==> src/hw/rtl/tqs_pkg.sv <==
// ----------------------------------------------------------------------------
// tqs_pkg
// Shared types, widths and codes of the tone queue sequencer.
// ----------------------------------------------------------------------------
package tqs_pkg;

   localparam int QUEUE_DEPTH_DEF = 32;
   localparam int EASE_STEPS_DEF  = 8;
   localparam int COUNT_W         = 6;
   localparam int DATA_W          = 16;
   localparam int PERIOD_W        = 15;
   localparam int FUNC_W          = 2;
   localparam int ACC_W           = 21;
   localparam int DIV_SHIFT       = 20;

   typedef enum logic [FUNC_W-1:0] {
      FUNC_TICK = 2'd0,
      FUNC_KEEP = 2'd1,
      FUNC_EASE = 2'd2,
      FUNC_NOP  = 2'd3
   } func_type;

   typedef struct packed {
      logic load;
      logic tick;
      logic keep;
      logic reject;
      logic ease_start;
      logic step_load;
      logic div_acc;
      logic ease_push;
      logic rsp_load;
   } cmd_type;

   typedef struct packed {
      func_type func;
      logic     ease_room;
      logic     div_done;
      logic     last_step;
   } sts_type;

endpackage

==> src/hw/rtl/tqs_if.sv <==
// ----------------------------------------------------------------------------
// tqs_if
// Valid/ready channels of the tone queue sequencer: request, response, csr.
// ----------------------------------------------------------------------------
interface tqs_req_if;
   logic                              valid;
   logic                              ready;
   logic [tqs_pkg::FUNC_W-1:0]        func;
   logic signed [tqs_pkg::DATA_W-1:0] duration_ms;
   logic [tqs_pkg::DATA_W-1:0]        freq_start;
   logic [tqs_pkg::DATA_W-1:0]        freq_end;

   modport source (output valid, func, duration_ms, freq_start, freq_end, input ready);
   modport sink   (input valid, func, duration_ms, freq_start, freq_end, output ready);
endinterface

interface tqs_rsp_if #(
   parameter int CountW = tqs_pkg::COUNT_W
);
   logic                       valid;
   logic                       ready;
   logic [tqs_pkg::DATA_W-1:0] tone_freq;
   logic [CountW-1:0]          queue_count;
   logic                       rejected;

   modport source (output valid, tone_freq, queue_count, rejected, input ready);
   modport sink   (input valid, tone_freq, queue_count, rejected, output ready);
endinterface

interface tqs_csr_if;
   logic                         valid;
   logic                         ready;
   logic [tqs_pkg::PERIOD_W-1:0] tick_period_ms;

   modport source (output valid, tick_period_ms, input ready);
   modport sink   (input valid, tick_period_ms, output ready);
endinterface

==> src/hw/rtl/tqs_cdiv.sv <==
// ----------------------------------------------------------------------------
// tqs_cdiv
// Signed divide by EASE_STEPS, truncating toward zero. Three-stage pipeline:
// magnitude, reciprocal multiply, remainder correction and sign restore.
// ----------------------------------------------------------------------------
module tqs_cdiv #(
   parameter int EASE_STEPS = tqs_pkg::EASE_STEPS_DEF
) (
   input  logic                             clock,
   input  logic                             reset,
   input  logic                             start,
   input  logic signed [tqs_pkg::ACC_W-1:0] x,
   output logic                             done,
   output logic signed [tqs_pkg::ACC_W-1:0] q
);

   localparam int AccW   = tqs_pkg::ACC_W;
   localparam int ShiftW = tqs_pkg::DIV_SHIFT;
   localparam int ProdW  = AccW + ShiftW;
   localparam int Recip  = (1 << ShiftW) / EASE_STEPS;
   localparam int EaseW  = $clog2(EASE_STEPS + 1);
   localparam int BackW  = AccW + EaseW;

   logic [2:0]             vld_ff;
   logic [AccW-1:0]        mag_ff;
   logic [AccW-1:0]        mag2_ff;
   logic                   neg_ff;
   logic                   neg2_ff;
   logic [AccW-1:0]        q0_ff;
   logic signed [AccW-1:0] q_ff;
   logic [AccW-1:0]        mag_in;
   logic [ProdW-1:0]       prod;
   logic [BackW-1:0]       back;
   logic [BackW-1:0]       rem;
   logic [AccW-1:0]        qm;

   assign mag_in = x[AccW-1] ? AccW'(-x) : AccW'(x);
   assign prod   = ProdW'(mag_ff) * ProdW'(Recip);
   assign back   = BackW'(q0_ff) * BackW'(EASE_STEPS);
   assign rem    = BackW'(mag2_ff) - back;
   assign qm     = q0_ff + AccW'(rem >= BackW'(EASE_STEPS));

   always_ff @(posedge clock) begin
      if (reset) begin
         vld_ff <= '0;
      end else begin
         vld_ff <= {vld_ff[1:0], start};
      end
   end

   always_ff @(posedge clock) begin
      mag_ff  <= mag_in;
      neg_ff  <= x[AccW-1];
      q0_ff   <= prod[ShiftW +: AccW];
      mag2_ff <= mag_ff;
      neg2_ff <= neg_ff;
      q_ff    <= neg2_ff ? -$signed(qm) : $signed(qm);
   end

   assign done = vld_ff[2];
   assign q    = q_ff;

endmodule

==> src/hw/rtl/tqs_ctrl.sv <==
// ----------------------------------------------------------------------------
// tqs_ctrl
// Sequencer of the tone queue: decodes each word, steps the ramp writes and
// holds the response valid.
// ----------------------------------------------------------------------------
module tqs_ctrl (
   input  logic             clock,
   input  logic             reset,
   input  logic             req_valid,
   output logic             req_ready,
   output logic             rsp_valid,
   input  logic             rsp_ready,
   input  tqs_pkg::sts_type sts,
   output tqs_pkg::cmd_type cmd
);

   typedef enum logic [2:0] {
      S_IDLE,
      S_DECODE,
      S_DUR_WAIT,
      S_ACC_DIV,
      S_ACC_WAIT,
      S_DONE
   } state_type;

   state_type state_ff;
   logic      rsp_valid_ff;

   always_ff @(posedge clock) begin
      if (reset) begin
         state_ff     <= S_IDLE;
         rsp_valid_ff <= 1'b0;
      end else begin
         if (state_ff == S_DONE && (!rsp_valid_ff || rsp_ready)) begin
            rsp_valid_ff <= 1'b1;
         end else if (rsp_valid_ff && rsp_ready) begin
            rsp_valid_ff <= 1'b0;
         end
         unique case (state_ff)
            S_IDLE: begin
               if (req_valid) state_ff <= S_DECODE;
            end
            S_DECODE: begin
               if (sts.func == tqs_pkg::FUNC_EASE && sts.ease_room) begin
                  state_ff <= S_DUR_WAIT;
               end else begin
                  state_ff <= S_DONE;
               end
            end
            S_DUR_WAIT: begin
               if (sts.div_done) state_ff <= S_ACC_DIV;
            end
            S_ACC_DIV: begin
               state_ff <= S_ACC_WAIT;
            end
            S_ACC_WAIT: begin
               if (sts.div_done) state_ff <= sts.last_step ? S_DONE : S_ACC_DIV;
            end
            S_DONE: begin
               if (!rsp_valid_ff || rsp_ready) begin
                  state_ff <= S_IDLE;
               end
            end
            default: state_ff <= S_IDLE;
         endcase
      end
   end

   always_comb begin
      cmd = '0;
      unique case (state_ff)
         S_IDLE:     cmd.load = req_valid;
         S_DECODE: begin
            cmd.tick       = (sts.func == tqs_pkg::FUNC_TICK);
            cmd.keep       = (sts.func == tqs_pkg::FUNC_KEEP);
            cmd.ease_start = (sts.func == tqs_pkg::FUNC_EASE) && sts.ease_room;
            cmd.reject     = (sts.func == tqs_pkg::FUNC_EASE) && !sts.ease_room;
         end
         S_DUR_WAIT: cmd.step_load = sts.div_done;
         S_ACC_DIV:  cmd.div_acc   = 1'b1;
         S_ACC_WAIT: cmd.ease_push = sts.div_done;
         S_DONE:     cmd.rsp_load  = !rsp_valid_ff || rsp_ready;
         default:    cmd = '0;
      endcase
   end

   assign req_ready = (state_ff == S_IDLE);
   assign rsp_valid = rsp_valid_ff;

endmodule

==> src/hw/rtl/tqs_dpath.sv <==
// ----------------------------------------------------------------------------
// tqs_dpath
// Queue memory, pointers, tone state, ramp accumulator and response register
// of the tone queue sequencer.
// ----------------------------------------------------------------------------
module tqs_dpath #(
   parameter int QUEUE_DEPTH = tqs_pkg::QUEUE_DEPTH_DEF,
   parameter int EASE_STEPS  = tqs_pkg::EASE_STEPS_DEF,
   parameter int CntW        = $clog2(QUEUE_DEPTH + 1)
) (
   input  logic                                clock,
   input  logic                                reset,
   input  tqs_pkg::cmd_type                    cmd,
   output tqs_pkg::sts_type                    sts,
   input  logic [tqs_pkg::FUNC_W-1:0]          req_func,
   input  logic signed [tqs_pkg::DATA_W-1:0]   req_duration_ms,
   input  logic [tqs_pkg::DATA_W-1:0]          req_freq_start,
   input  logic [tqs_pkg::DATA_W-1:0]          req_freq_end,
   input  logic                                csr_valid,
   input  logic [tqs_pkg::PERIOD_W-1:0]        csr_tick_period_ms,
   output logic [tqs_pkg::DATA_W-1:0]          rsp_tone_freq,
   output logic [CntW-1:0]                     rsp_queue_count,
   output logic                                rsp_rejected
);

   localparam int DataW = tqs_pkg::DATA_W;
   localparam int AccW  = tqs_pkg::ACC_W;
   localparam int PtrW  = $clog2(QUEUE_DEPTH);
   localparam int StepW = $clog2(EASE_STEPS);
   localparam int WordW = 2 * DataW;

   logic [WordW-1:0]             mem [QUEUE_DEPTH];
   logic [WordW-1:0]             rd_ff;
   logic                         wr_en;
   logic [PtrW-1:0]              wr_addr;
   logic [WordW-1:0]             wr_data;

   logic [tqs_pkg::FUNC_W-1:0]   func_ff;
   logic [DataW-1:0]             dur_ff;
   logic [DataW-1:0]             f1_ff;
   logic [DataW-1:0]             f2_ff;
   logic [PtrW-1:0]              head_ff;
   logic [PtrW-1:0]              tail_ff;
   logic [CntW-1:0]              count_ff;
   logic [DataW-1:0]             cur_ff;
   logic                         sound_ff;
   logic [tqs_pkg::PERIOD_W-1:0] period_ff;
   logic                         rej_ff;
   logic [StepW-1:0]             step_ff;
   logic signed [AccW-1:0]       acc_ff;
   logic [DataW-1:0]             step_t_ff;
   logic [DataW-1:0]             tone_ff;
   logic [CntW-1:0]              qcnt_ff;
   logic                         rejo_ff;

   logic [PtrW-1:0]              head_in;
   logic [PtrW-1:0]              tail_in;
   logic signed [DataW-1:0]      rd_time;
   logic [DataW-1:0]             rd_freq;
   logic                         keep_room;
   logic                         queue_busy;
   logic                         head_live;
   logic signed [AccW-1:0]       diff;
   logic signed [AccW-1:0]       div_x;
   logic                         div_start;
   logic                         div_done;
   logic signed [AccW-1:0]       div_q;
   logic [DataW-1:0]             ramp_freq;

   assign head_in    = (head_ff == PtrW'(QUEUE_DEPTH - 1)) ? '0 : head_ff + 1'b1;
   assign tail_in    = (tail_ff == PtrW'(QUEUE_DEPTH - 1)) ? '0 : tail_ff + 1'b1;
   assign rd_time    = $signed(rd_ff[WordW-1:DataW]);
   assign rd_freq    = rd_ff[DataW-1:0];
   assign keep_room  = (count_ff < CntW'(QUEUE_DEPTH));
   assign queue_busy = (count_ff != '0);
   assign head_live  = (rd_time > 0);
   assign diff       = AccW'($signed({1'b0, f2_ff})) - AccW'($signed({1'b0, f1_ff}));
   assign div_x      = cmd.ease_start ? {{(AccW-DataW){dur_ff[DataW-1]}}, dur_ff} : acc_ff;
   assign div_start  = cmd.ease_start | cmd.div_acc;
   assign ramp_freq  = f1_ff + div_q[DataW-1:0];

   tqs_cdiv #(
      .EASE_STEPS (EASE_STEPS)
   ) u_cdiv (
      .clock (clock),
      .reset (reset),
      .start (div_start),
      .x     (div_x),
      .done  (div_done),
      .q     (div_q)
   );

   always_comb begin
      wr_en   = 1'b0;
      wr_addr = tail_ff;
      wr_data = {step_t_ff, ramp_freq};
      if (cmd.tick && queue_busy && head_live) begin
         wr_en   = 1'b1;
         wr_addr = head_ff;
         wr_data = {rd_ff[WordW-1:DataW] - DataW'(period_ff), rd_freq};
      end else if (cmd.keep && keep_room) begin
         wr_en   = 1'b1;
         wr_data = {dur_ff, f1_ff};
      end else if (cmd.ease_push) begin
         wr_en   = 1'b1;
      end
   end

   always_ff @(posedge clock) begin
      if (wr_en) mem[wr_addr] <= wr_data;
      rd_ff <= mem[head_ff];
   end

   always_ff @(posedge clock) begin
      if (reset) begin
         head_ff   <= '0;
         tail_ff   <= '0;
         count_ff  <= '0;
         cur_ff    <= '0;
         sound_ff  <= 1'b1;
         period_ff <= tqs_pkg::PERIOD_W'(1);
         rej_ff    <= 1'b0;
         step_ff   <= '0;
      end else begin
         if (csr_valid) period_ff <= csr_tick_period_ms;
         if (cmd.load) rej_ff <= 1'b0;
         if (cmd.tick) begin
            if (queue_busy) begin
               if (head_live) begin
                  cur_ff <= rd_freq;
               end else begin
                  head_ff  <= head_in;
                  count_ff <= count_ff - 1'b1;
               end
            end else if (sound_ff) begin
               sound_ff <= 1'b0;
               cur_ff   <= '0;
            end
         end
         if (cmd.keep) begin
            if (keep_room) begin
               tail_ff  <= tail_in;
               count_ff <= count_ff + 1'b1;
               sound_ff <= 1'b1;
            end else begin
               rej_ff <= 1'b1;
            end
         end
         if (cmd.reject) rej_ff <= 1'b1;
         if (cmd.ease_start) begin
            sound_ff <= 1'b1;
            step_ff  <= '0;
         end
         if (cmd.ease_push) begin
            tail_ff  <= tail_in;
            count_ff <= count_ff + 1'b1;
            step_ff  <= step_ff + 1'b1;
         end
      end
   end

   always_ff @(posedge clock) begin
      if (cmd.load) begin
         func_ff <= req_func;
         dur_ff  <= req_duration_ms;
         f1_ff   <= req_freq_start;
         f2_ff   <= req_freq_end;
      end
      if (cmd.ease_start) acc_ff <= '0;
      if (cmd.ease_push) acc_ff <= acc_ff + diff;
      if (cmd.step_load) step_t_ff <= div_q[DataW-1:0];
      if (cmd.rsp_load) begin
         tone_ff <= cur_ff;
         qcnt_ff <= count_ff;
         rejo_ff <= rej_ff;
      end
   end

   assign sts.func      = tqs_pkg::func_type'(func_ff);
   assign sts.ease_room = ({1'b0, count_ff} + (CntW+1)'(EASE_STEPS - 1))
                          <= (CntW+1)'(QUEUE_DEPTH);
   assign sts.div_done  = div_done;
   assign sts.last_step = (step_ff == StepW'(EASE_STEPS - 2));

   assign rsp_tone_freq   = tone_ff;
   assign rsp_queue_count = qcnt_ff;
   assign rsp_rejected    = rejo_ff;

endmodule

==> src/hw/rtl/tone_queue_sequencer.sv <==
// ----------------------------------------------------------------------------
// tone_queue_sequencer
// Buzzer tone sequencer over a circular queue of duration/frequency entries.
//
// req_bus takes one word per command: tick, keep (queue one tone) or ease
// (queue EASE_STEPS-1 ramped tones). rsp_bus returns one word per command
// with the driven tone, the queue fill and a rejected flag for a push that
// does not fit. csr_bus writes the tick period and is always ready; write
// it only while the block is idle.
// One command is in flight at a time. Tick, keep and the unused code go
// through decode straight to the response; ease first divides the duration,
// then runs each ramp step through the three-stage divide pipeline.
// A new command is accepted in the cycle after the response is loaded, even
// while the response still waits on rsp_bus.ready; a stalled response holds
// and the next result waits in the sequencer until it is taken.
// Reset empties the queue, silences the tone, arms the on-flag and sets the
// tick period to 1. Queue entries hold no reset value.
// ----------------------------------------------------------------------------
module tone_queue_sequencer #(
   parameter int QUEUE_DEPTH = tqs_pkg::QUEUE_DEPTH_DEF,
   parameter int EASE_STEPS  = tqs_pkg::EASE_STEPS_DEF
) (
   input logic       clock,
   input logic       reset,
   tqs_req_if.sink   req_bus,
   tqs_rsp_if.source rsp_bus,
   tqs_csr_if.sink   csr_bus
);

   localparam int CntW = $clog2(QUEUE_DEPTH + 1);

   tqs_pkg::cmd_type cmd;
   tqs_pkg::sts_type sts;

   assign csr_bus.ready = 1'b1;

   tqs_ctrl u_ctrl (
      .clock     (clock),
      .reset     (reset),
      .req_valid (req_bus.valid),
      .req_ready (req_bus.ready),
      .rsp_valid (rsp_bus.valid),
      .rsp_ready (rsp_bus.ready),
      .sts       (sts),
      .cmd       (cmd)
   );

   tqs_dpath #(
      .QUEUE_DEPTH (QUEUE_DEPTH),
      .EASE_STEPS  (EASE_STEPS),
      .CntW        (CntW)
   ) u_dpath (
      .clock              (clock),
      .reset              (reset),
      .cmd                (cmd),
      .sts                (sts),
      .req_func           (req_bus.func),
      .req_duration_ms    (req_bus.duration_ms),
      .req_freq_start     (req_bus.freq_start),
      .req_freq_end       (req_bus.freq_end),
      .csr_valid          (csr_bus.valid),
      .csr_tick_period_ms (csr_bus.tick_period_ms),
      .rsp_tone_freq      (rsp_bus.tone_freq),
      .rsp_queue_count    (rsp_bus.queue_count),
      .rsp_rejected       (rsp_bus.rejected)
   );

endmodule

==> src/flat_wrapper.sv <==
// flat-port wrapper written by rule: the top's interface ports become plain ports
module tone_queue_sequencer_flat 
#(
   parameter int QUEUE_DEPTH = tqs_pkg::QUEUE_DEPTH_DEF,
   parameter int EASE_STEPS  = tqs_pkg::EASE_STEPS_DEF
)
  (clock, reset, req_bus_valid, req_bus_func, req_bus_duration_ms, req_bus_freq_start, req_bus_freq_end, req_bus_ready, rsp_bus_valid, rsp_bus_tone_freq, rsp_bus_queue_count, rsp_bus_rejected, rsp_bus_ready, csr_bus_valid, csr_bus_tick_period_ms, csr_bus_ready);
  tqs_req_if req_bus_i ();
  tqs_rsp_if rsp_bus_i ();
  tqs_csr_if csr_bus_i ();
  input logic clock;
  input logic reset;
  input wire logic [$bits(req_bus_i.valid)-1:0] req_bus_valid;
  input wire logic [$bits(req_bus_i.func)-1:0] req_bus_func;
  input wire logic [$bits(req_bus_i.duration_ms)-1:0] req_bus_duration_ms;
  input wire logic [$bits(req_bus_i.freq_start)-1:0] req_bus_freq_start;
  input wire logic [$bits(req_bus_i.freq_end)-1:0] req_bus_freq_end;
  output wire logic [$bits(req_bus_i.ready)-1:0] req_bus_ready;
  output wire logic [$bits(rsp_bus_i.valid)-1:0] rsp_bus_valid;
  output wire logic [$bits(rsp_bus_i.tone_freq)-1:0] rsp_bus_tone_freq;
  output wire logic [$bits(rsp_bus_i.queue_count)-1:0] rsp_bus_queue_count;
  output wire logic [$bits(rsp_bus_i.rejected)-1:0] rsp_bus_rejected;
  input wire logic [$bits(rsp_bus_i.ready)-1:0] rsp_bus_ready;
  input wire logic [$bits(csr_bus_i.valid)-1:0] csr_bus_valid;
  input wire logic [$bits(csr_bus_i.tick_period_ms)-1:0] csr_bus_tick_period_ms;
  output wire logic [$bits(csr_bus_i.ready)-1:0] csr_bus_ready;
  assign req_bus_i.valid = req_bus_valid;
  assign req_bus_i.func = req_bus_func;
  assign req_bus_i.duration_ms = req_bus_duration_ms;
  assign req_bus_i.freq_start = req_bus_freq_start;
  assign req_bus_i.freq_end = req_bus_freq_end;
  assign req_bus_ready = req_bus_i.ready;
  assign rsp_bus_valid = rsp_bus_i.valid;
  assign rsp_bus_tone_freq = rsp_bus_i.tone_freq;
  assign rsp_bus_queue_count = rsp_bus_i.queue_count;
  assign rsp_bus_rejected = rsp_bus_i.rejected;
  assign rsp_bus_i.ready = rsp_bus_ready;
  assign csr_bus_i.valid = csr_bus_valid;
  assign csr_bus_i.tick_period_ms = csr_bus_tick_period_ms;
  assign csr_bus_ready = csr_bus_i.ready;
  tone_queue_sequencer #(.QUEUE_DEPTH(QUEUE_DEPTH), .EASE_STEPS(EASE_STEPS)) u_core (.clock(clock), .reset(reset), .req_bus(req_bus_i), .rsp_bus(rsp_bus_i), .csr_bus(csr_bus_i));
endmodule
==> config.mk <==
export PLATFORM = sky130hd
export DESIGN_NAME = tone_queue_sequencer_flat
export DESIGN_NICKNAME = d
export VERILOG_FILES = /design/src/hw/rtl/tqs_pkg.sv /design/src/hw/rtl/tqs_if.sv /design/src/hw/rtl/tqs_cdiv.sv /design/src/hw/rtl/tqs_ctrl.sv /design/src/hw/rtl/tqs_dpath.sv /design/src/hw/rtl/tone_queue_sequencer.sv /design/src/flat_wrapper.sv
export SDC_FILE = /design/constraint.sdc
export NUM_CORES = 2
export LEC_CHECK = 0
export ABC_AREA = 1
export BUFFER_PORTS_ARGS = -buffer_cell sky130_fd_sc_hd__buf_2
export CAP_MARGIN = 20
export CORE_ASPECT_RATIO = 1.1
export CORE_MARGIN = 2
export CORE_UTILIZATION = 30
export DETAILED_ROUTE_END_ITERATION = 7
export PLACE_DENSITY = 0.46
export SETUP_SLACK_MARGIN = 0.15
export SKIP_CTS_REPAIR_TIMING = 1
export SLEW_MARGIN = 30
export SYNTH_ARGS = -nofsm -noshare
export SYNTH_HDL_FRONTEND = slang
export SYNTH_SLANG_ARGS = --single-unit
==> constraint.sdc <==
create_clock -name clock -period 3.56 [get_ports clock]
set_input_delay 1.068 -clock clock [delete_from_list [all_inputs] [get_ports clock]]
set_output_delay 1.068 -clock clock [all_outputs]
set_load 0.01 [all_outputs]
Word-level counts from Yosys, hierarchy flattened
Memory sizes are Yosys's and may differ from the RTL's. A register that Yosys moved wholly into a read port is not among the register bits.
Index checks and enable logic that the tools add are counted.
{"block": "op_classes", "add_sub_neg": 14, "n_lt_le_gt_ge": 4, "n_eq_ne": 15, "n_mux": 52, "bitwise": 2, "n_reduce_logical": 23}
{"op": "two-way mux 16 bit", "n": 4}
{"op": "two-way mux 32 bit", "n": 2}
{"op": "two-way mux 21 bit", "n": 3}
{"op": "two-way mux 6 bit", "n": 6}
{"op": "two-way mux 5 bit", "n": 6}
{"op": ">= comparator 25 x 4 -> 1 bit, second input constant", "n": 1}
{"op": "two-way mux 3 bit", "n": 8}
{"op": "subtractor 21 x 21 -> 22 bit", "n": 1}
{"op": "adder 21 x 17 -> 21 bit", "n": 1}
{"op": "negator 21 bit", "n": 1}
{"op": "two-way mux 1 bit", "n": 20}
{"op": "two-way mux 20 bit", "n": 1}
{"op": "one-hot mux 3 bit (6 select lines)", "n": 1}
{"op": "subtractor 16 x 16 -> 17 bit", "n": 1}
{"op": "adder 16 x 1 -> 16 bit", "n": 1}
{"op": "adder 16 bit", "n": 1}
{"op": "> comparator 16 x 1 -> 1 bit, second input constant", "n": 1}
{"op": "negator 16 bit", "n": 1}
{"op": "subtractor 16 x 15 -> 16 bit", "n": 1}
{"op": "adder 5 x 1 -> 5 bit, second input constant", "n": 2}
{"op": "equality test 5 bit, second input constant", "n": 2}
{"op": "nonzero test 2 bit", "n": 5}
{"op": "equality test 3 bit, second input constant", "n": 3}
{"op": "adder 6 x 3 -> 7 bit, second input constant", "n": 1}
{"op": "other kinds (24)", "n": 36}
{"block": "word_totals", "register_bits": 247, "mem_bits_rw": 1024, "output_inout_bits": 26, "wordCells": 138, "mem_count": 1}
{"memory": "u_core.u_dpath.mem", "words": 32, "width": 32, "rd": 1, "rd_clocked_by_memory_dff": 1, "write_ports": 1, "line_no": "tqs_dpath.sv:32", "source": "logic [WordW-1:0] mem [QUEUE_DEPTH];"}

Longest topological paths before layout
{"block": "depth", "ltp_word": 10, "mapped_depth": 21, "depth_no_buf": 21}

Hierarchy
From an unflattened synthesis, not the netlist that was laid out.
{"block": "hier_totals", "cells_unflattened": 4722, "hier_area_um2": 53815.4}
{"mod": "tqs_dpath", "n_inst": 1, "cells_each": 4384, "area_each_um2": 51032.7, "seq_area_each_um2": 35734.3}
{"mod": "tqs_cdiv", "n_inst": 1, "cells_each": 278, "area_each_um2": 2422.3, "seq_area_each_um2": 1241.2}
{"mod": "tqs_ctrl", "n_inst": 1, "cells_each": 58, "area_each_um2": 349.1, "seq_area_each_um2": 80.1}
{"mod": "tone_queue_sequencer", "n_inst": 1, "cells_each": 2, "area_each_um2": 11.3, "seq_area_each_um2": 0.0}

Worst setup path before layout
OpenSTA, ideal clock, no wires.
{"block": "synth_path", "kind": "flip-flop to flip-flop", "startpoint": "reg u_core.u_dpath.f1_ff[0]", "endpoint": "mem u_core.u_dpath.mem[0][12] (netlist name), data pin", "setup_ps": 454, "arrival_ps": 3312, "t_required_ps": 3106, "setup_slack_ps": -206, "path_stages_with_launch": 16, "path_buffers": 0, "period_less_slack_ps": 3766, "cell_sequence": "edfxtp_1 ha_1 inv_1 fa_1 nand3b_1 a21oi_1 nor2_1 o21ai_0 nand2_1 nand2_1 nand3_1 nand2_1 nand2_1 nand3_1 o21ai_0 o21ai_0"}
{"block": "synth_between", "elab_chain_len": 3}
{"item": "from (decl)", "line_no": "tqs_dpath.sv:40", "source": "logic [DataW-1:0] f1_ff;"}
{"item": "from (signal assigned)", "line_no": "tqs_dpath.sv:166", "source": "f1_ff <= req_freq_start;"}
{"item": "adder 16 bit", "line_no": "tqs_dpath.sv:80", "source": "assign ramp_freq = f1_ff + div_q[DataW-1:0];"}
{"item": "two-way mux 32 bit", "line_no": "tqs_dpath.sv:101", "source": "end else if (cmd.keep && keep_room) begin"}
{"item": "two-way mux 32 bit", "line_no": "tqs_dpath.sv:97", "source": "if (cmd.tick && queue_busy && head_live) begin"}
{"item": "named net u_core.u_dpath.wr_data[12]", "line_no": "tqs_dpath.sv:36", "source": "logic [WordW-1:0] wr_data;"}
{"item": "to (decl)", "line_no": "tqs_dpath.sv:32"}
The timed path passes the listed nets, and every way through them passes these cells.

Worst setup path after layout
{"block": "layout_path", "startpoint": "reg u_core.u_dpath.f1_ff[0]", "endpoint": "reg u_core.u_dpath.acc_ff[20], data pin"}
{"block": "layout_between", "elab_chain_len": 3}
{"item": "subtractor 16 x 16 -> 17 bit", "line_no": "tqs_dpath.sv:77", "source": "assign diff = AccW'($signed({1'b0, f2_ff})) - AccW'($signed({1'b0, f1_ff}));"}
{"item": "adder 21 x 17 -> 21 bit", "line_no": "tqs_dpath.sv:170", "source": "if (cmd.ease_push) acc_ff <= acc_ff + diff;"}
{"item": "two-way mux 21 bit", "line_no": "tqs_dpath.sv:170"}
{"item": "to (signal assigned)", "line_no": "tqs_dpath.sv:170"}
{"item": "to (decl)", "line_no": "tqs_dpath.sv:50", "source": "logic signed [AccW-1:0] acc_ff;"}
Every way passes these cells.
A chain may end at the register's enable or synchronous reset.

==> key figures <==
Status
  • Status: finished, final reports clean

CTS
  • Clk Tree Root Cell: clkbuf_16
  • CTS Buf Count: between 100 and 150
  • CTS tree: done
  • Sink Count: between 1000 and 1500
  • Worst skew pair latency: roughly 0.79 ns
  • Worst-path clk slew: around 0.060 ns
  • Clock buffer depth: 3
  • H-Tree Depth: 4

Cells and area
  • Area occupied by multi-input gates: 0.0144 mm^2
  • Area delta synth->final: 19.2%
  • Sequential cell area: roughly 0.037 mm^2
  • Filler instances: ~17000
  • Nets: about 4700
  • Post-layout util: 36.1%
  • Layout cells sized above 1: between 10 and 15%
  • Post-route cell area: 0.0625 mm^2

Min path
  • Worst hold path type: reg2reg

Floorplan
  • Core box area: approximately 0.17 mm^2
  • Rows: 160
  • Top Ports: 96
  • Die area: approximately 0.18 mm^2
  • Die Y: ~440 um
  • Initial Util: a little under a third
  • Die X: 403 um

Worst setup path
  • Worst Path Required: 4.08 ns
  • CP arrival: ~4.0 ns
  • R2r worst-path depth: 20
  • Worst reg2reg setup slack: 0.05 ns
  • Endpoint class of the critical path: flop
  • Crit Path Class: reg2reg
  • CP startpoint: u_core.u_dpath.f1_ff[0]
  • R2R Path Start: u_core.u_dpath.f1_ff[0]
  • Crit path to: u_core.u_dpath.acc_ff[20]
  • Critical R2R Capture: u_core.u_dpath.acc_ff[20]
  • Worst setup SP type: flop
  • Critical-path maximum fanout: 5

Logic synthesis
  • Syn Nets: 4535
  • Area contributors post-synth: edfxtp_1 65%, o21ai_0 6.1%, dfxtp_1 5.4%, nor2_1 4.6%, nand2_1 3.2%
  • Synthesized cell area: 0.0524 mm^2
  • Post-synthesis sequential area ratio: a little over two thirds
  • Cell taking the most area after synthesis: edfxtp_1
  • Synth cell types: 50
  • Largest family of logic cells by synthesized area: compound AO/OA/AOI/OAI gates
  • Top-area cell type share of the netlist area: approximately two thirds
  • Synth async-reset ratio: 0%
  • Simple-gate share of the synthesized area: between 10 and 15%
  • Post-synthesis adder-cell area fraction: 2.06%
  • Synth Area in Compound Gates: between 10% and 20%
  • Syn_area_per_cell: approximately 12 um^2
  • Post-synth EDFFs: 1134
  • Ys flop type: edfxtp_1
  • Synth Register Bits: roughly 1300
  • Cell count after synthesis: 4381
  • YS warnings: 0
  • Fraction of synthesized cell area in xor and xnor cells: 1.07%
  • Mux share of post-synthesis cell area: 0%

Drt
  • Residual DRC count: 0
  • Routed wire length: between 150000 and 200000 um
  • Routed len/inst: about 24 um
  • DR pass1 iterations: 5
  • Initial drt markers: between 3000 and 4000
  • Via count: about 35000
  • Post-route ant nets: 0
  • Drt via density: between 5 and 6

STA
  • Final Max Slew Viols: 0
  • Final WS setup: around 0.046 ns
  • RSZ-0062 raised after global routing: yes
  • Max transition margin: a little over a third
  • Setup_tns: 0 ns
  • Final critical-path share of the clock period: a little over nine tenths
  • Slew of the pin with the lowest slew margin: a little under 1 ns
  • Hold slack: ~0.32 ns
  • Setup-failing EPs final: 0
  • Final hold violation count: 0
  • Max Fclk: approximately 280 MHz
  • Worst Skew: 0.0314 ns
  • Tmin final: roughly 3.5 ns

Global route
  • Vias in the first global route: around 35000
  • Overflow after GRT: 0
  • Initial antenna violation count: 2
  • Pin count of the biggest net entering global routing: approximately 170
  • Total track usage: ~18%
  • First-pass GRT wire length: about 240000 um

Placement
  • Post-DP HPWL: 99000 um
  • PortBufs: 94
  • Area post-placement: about 0.058 mm^2
  • Pre-CTS setup slack: -0.165 ns
  • Final Wtd Congestion: 0.829

Power and ir drop
  • Pwr Density: about 730 mW/mm^2
  • Leak pwr: around 22 nW
  • VDD IR max: about 0.53 mV

Job
  • Max-cap viol count: 0
how the worst min path moves through the flow:
stage | startpoint | end | slack, ns | cells past startpoint
final | u_core.u_dpath.u_cdiv.mag_ff[3] | u_core.u_dpath.u_cdiv.mag2_ff[3] | 0.32 | 0
after global routing | u_core.u_dpath.u_cdiv.mag_ff[18] | u_core.u_dpath.u_cdiv.mag2_ff[18] | 0.33 | 0
after detailed placement | u_core.u_dpath.u_cdiv.mag_ff[14] | u_core.u_dpath.u_cdiv.mag2_ff[14] | 0.31 | 0
after floorplan | u_core.u_dpath.u_cdiv.mag_ff[10] | u_core.u_dpath.u_cdiv.mag2_ff[10] | 0.31 | 0
after CTS | u_core.u_dpath.u_cdiv.mag_ff[13] | u_core.u_dpath.u_cdiv.mag2_ff[13] | 0.32 | 0
after global placement | u_core.u_dpath.u_cdiv.neg_ff | u_core.u_dpath.u_cdiv.neg2_ff | 0.31 | 0
logic make-up (layout without fill, tap and decap cells):
group | count (synthesis) | count (layout)
AND/OR/NAND/NOR | 1350 | 1350
flip-flops | 1275 | 1275
AO/OA/AOI/OAI | 1139 | 1139
buffers and inverters | 468 | 789
adder cells (fa/ha/maj) | 84 | 84
XOR/XNOR | 64 | 64
other | 1 | 3
routing by layer:
| layer | up-vias | routed length, um | global-route usage (%) | share of wire [%] |
|---|---|---|---|---|
| li1 | 16400 | - | - | - |
| met1 | 17800 | 74700 | 25.1 | 45 |
| met2 | 986 | 79700 | 30.2 | 48 |
| met3 | 241 | 8350 | 2.93 | 5.0 |
| met4 | 2 | 4600 | 5.72 | 2.7 |
| met5 | - | 13 | 0 | 0.0078 |
layout make-up:
cell class	count	area share [%]
Clock buffer	181	6.03
Tap cell	2268	4.54
Timing Repair Buffer	318	4.72
Inverter	219	1.35
Clock inverter	71	1.27
Sequential cell	1275	59.0
Antenna cell	2	0.00801
Multi-Input combinational cell	2638	23.0
state kept, by name, indices dropped and copies added, names as in the netlist, 5 cells and up:
signal,flops
u_core.u_dpath.acc_ff,21
u_core.u_dpath.count_ff,6
u_core.u_dpath.cur_ff,16
u_core.u_dpath.dur_ff,16
u_core.u_dpath.f1_ff,16
u_core.u_dpath.f2_ff,16
u_core.u_dpath.head_ff,5
u_core.u_dpath.mem,1024
u_core.u_dpath.period_ff,15
u_core.u_dpath.rd_ff,32
u_core.u_dpath.rsp_queue_count,6
u_core.u_dpath.rsp_tone_freq,16
u_core.u_dpath.step_t_ff,16
u_core.u_dpath.tail_ff,5
u_core.u_dpath.u_cdiv.mag2_ff,16
u_core.u_dpath.u_cdiv.mag_ff,16
u_core.u_dpath.u_cdiv.q,16
cell usage after synthesis (48+ instances only):
library cell / instances
dfxtp_1: 141
inv_1: 201
a21oi_1: 135
o21ai_0: 639
nand4_1: 58
ha_1: 80
edfxtp_1: 1134
nor2_1: 649
xor2_1: 48
nand2_1: 443
o22ai_1: 159
clkbuf_1: 219
nand3_1: 127
o221ai_1: 104
through the flow:
step / total power, mW / instances
after floorplan: 26.2 / 4381
after global placement: 30.6 / 6709
after detailed placement: 30.6 / 6709
final: 45.3 / 6972
after global routing: 47.4 / 6970
after CTS: 45.1 / 6961
critical path, stage by stage, from the launching register on:
cell	delay, ns
edfxtp_1	0.43
ha_4	0.20
fa_2	0.40
o21ai_2	0.18
a21oi_2	0.09
o21ai_2	0.18
a21boi_2	0.09
o21ai_2	0.15
buf_4	0.13
xor2_1	0.17
ha_1	0.28
buf_4	0.17
nand2_4	0.09
o21ai_2	0.07
nand2_1	0.06
and3_4	0.18
nand3_4	0.08
nand2_1	0.06
nand2_1	0.06
o21ai_1	0.13
a21oi_1	0.05
power by group:
part	switching, mW	total (mW)	leakage (nW)	internal [mW]
logic	7.35	10.5	7.98	3.10
registers	0.479	20.4	11.4	19.9
clock network	6.06	14.5	2.23	8.46
placed cells by master, fill, tap and decap left out, types with 11 or more instances in the layout:
cell type and n:
o211ai_1 33, edfxtp_1 1134, bufinv_16 13, nor3_1 22, o21ai_0 614, nand2_1 439, ha_1 72, xor2_1 48
clkbuf_16 142, clkinv_1 22, nand2_2 11, o221ai_1 103, buf_4 157, o21ai_2 22, a21oi_2 16, clkinv_2 23
buf_12 62, nor2_1 611, inv_1 196, clkbuf_1 32, dfxtp_1 138, nand4_1 58, o21ai_1 31, a21oi_1 119
nor2_4 41, o22ai_1 155, inv_2 17, nand3_1 126, xnor2_1 16, buf_2 94
Power figures use the tool's default switching activity.
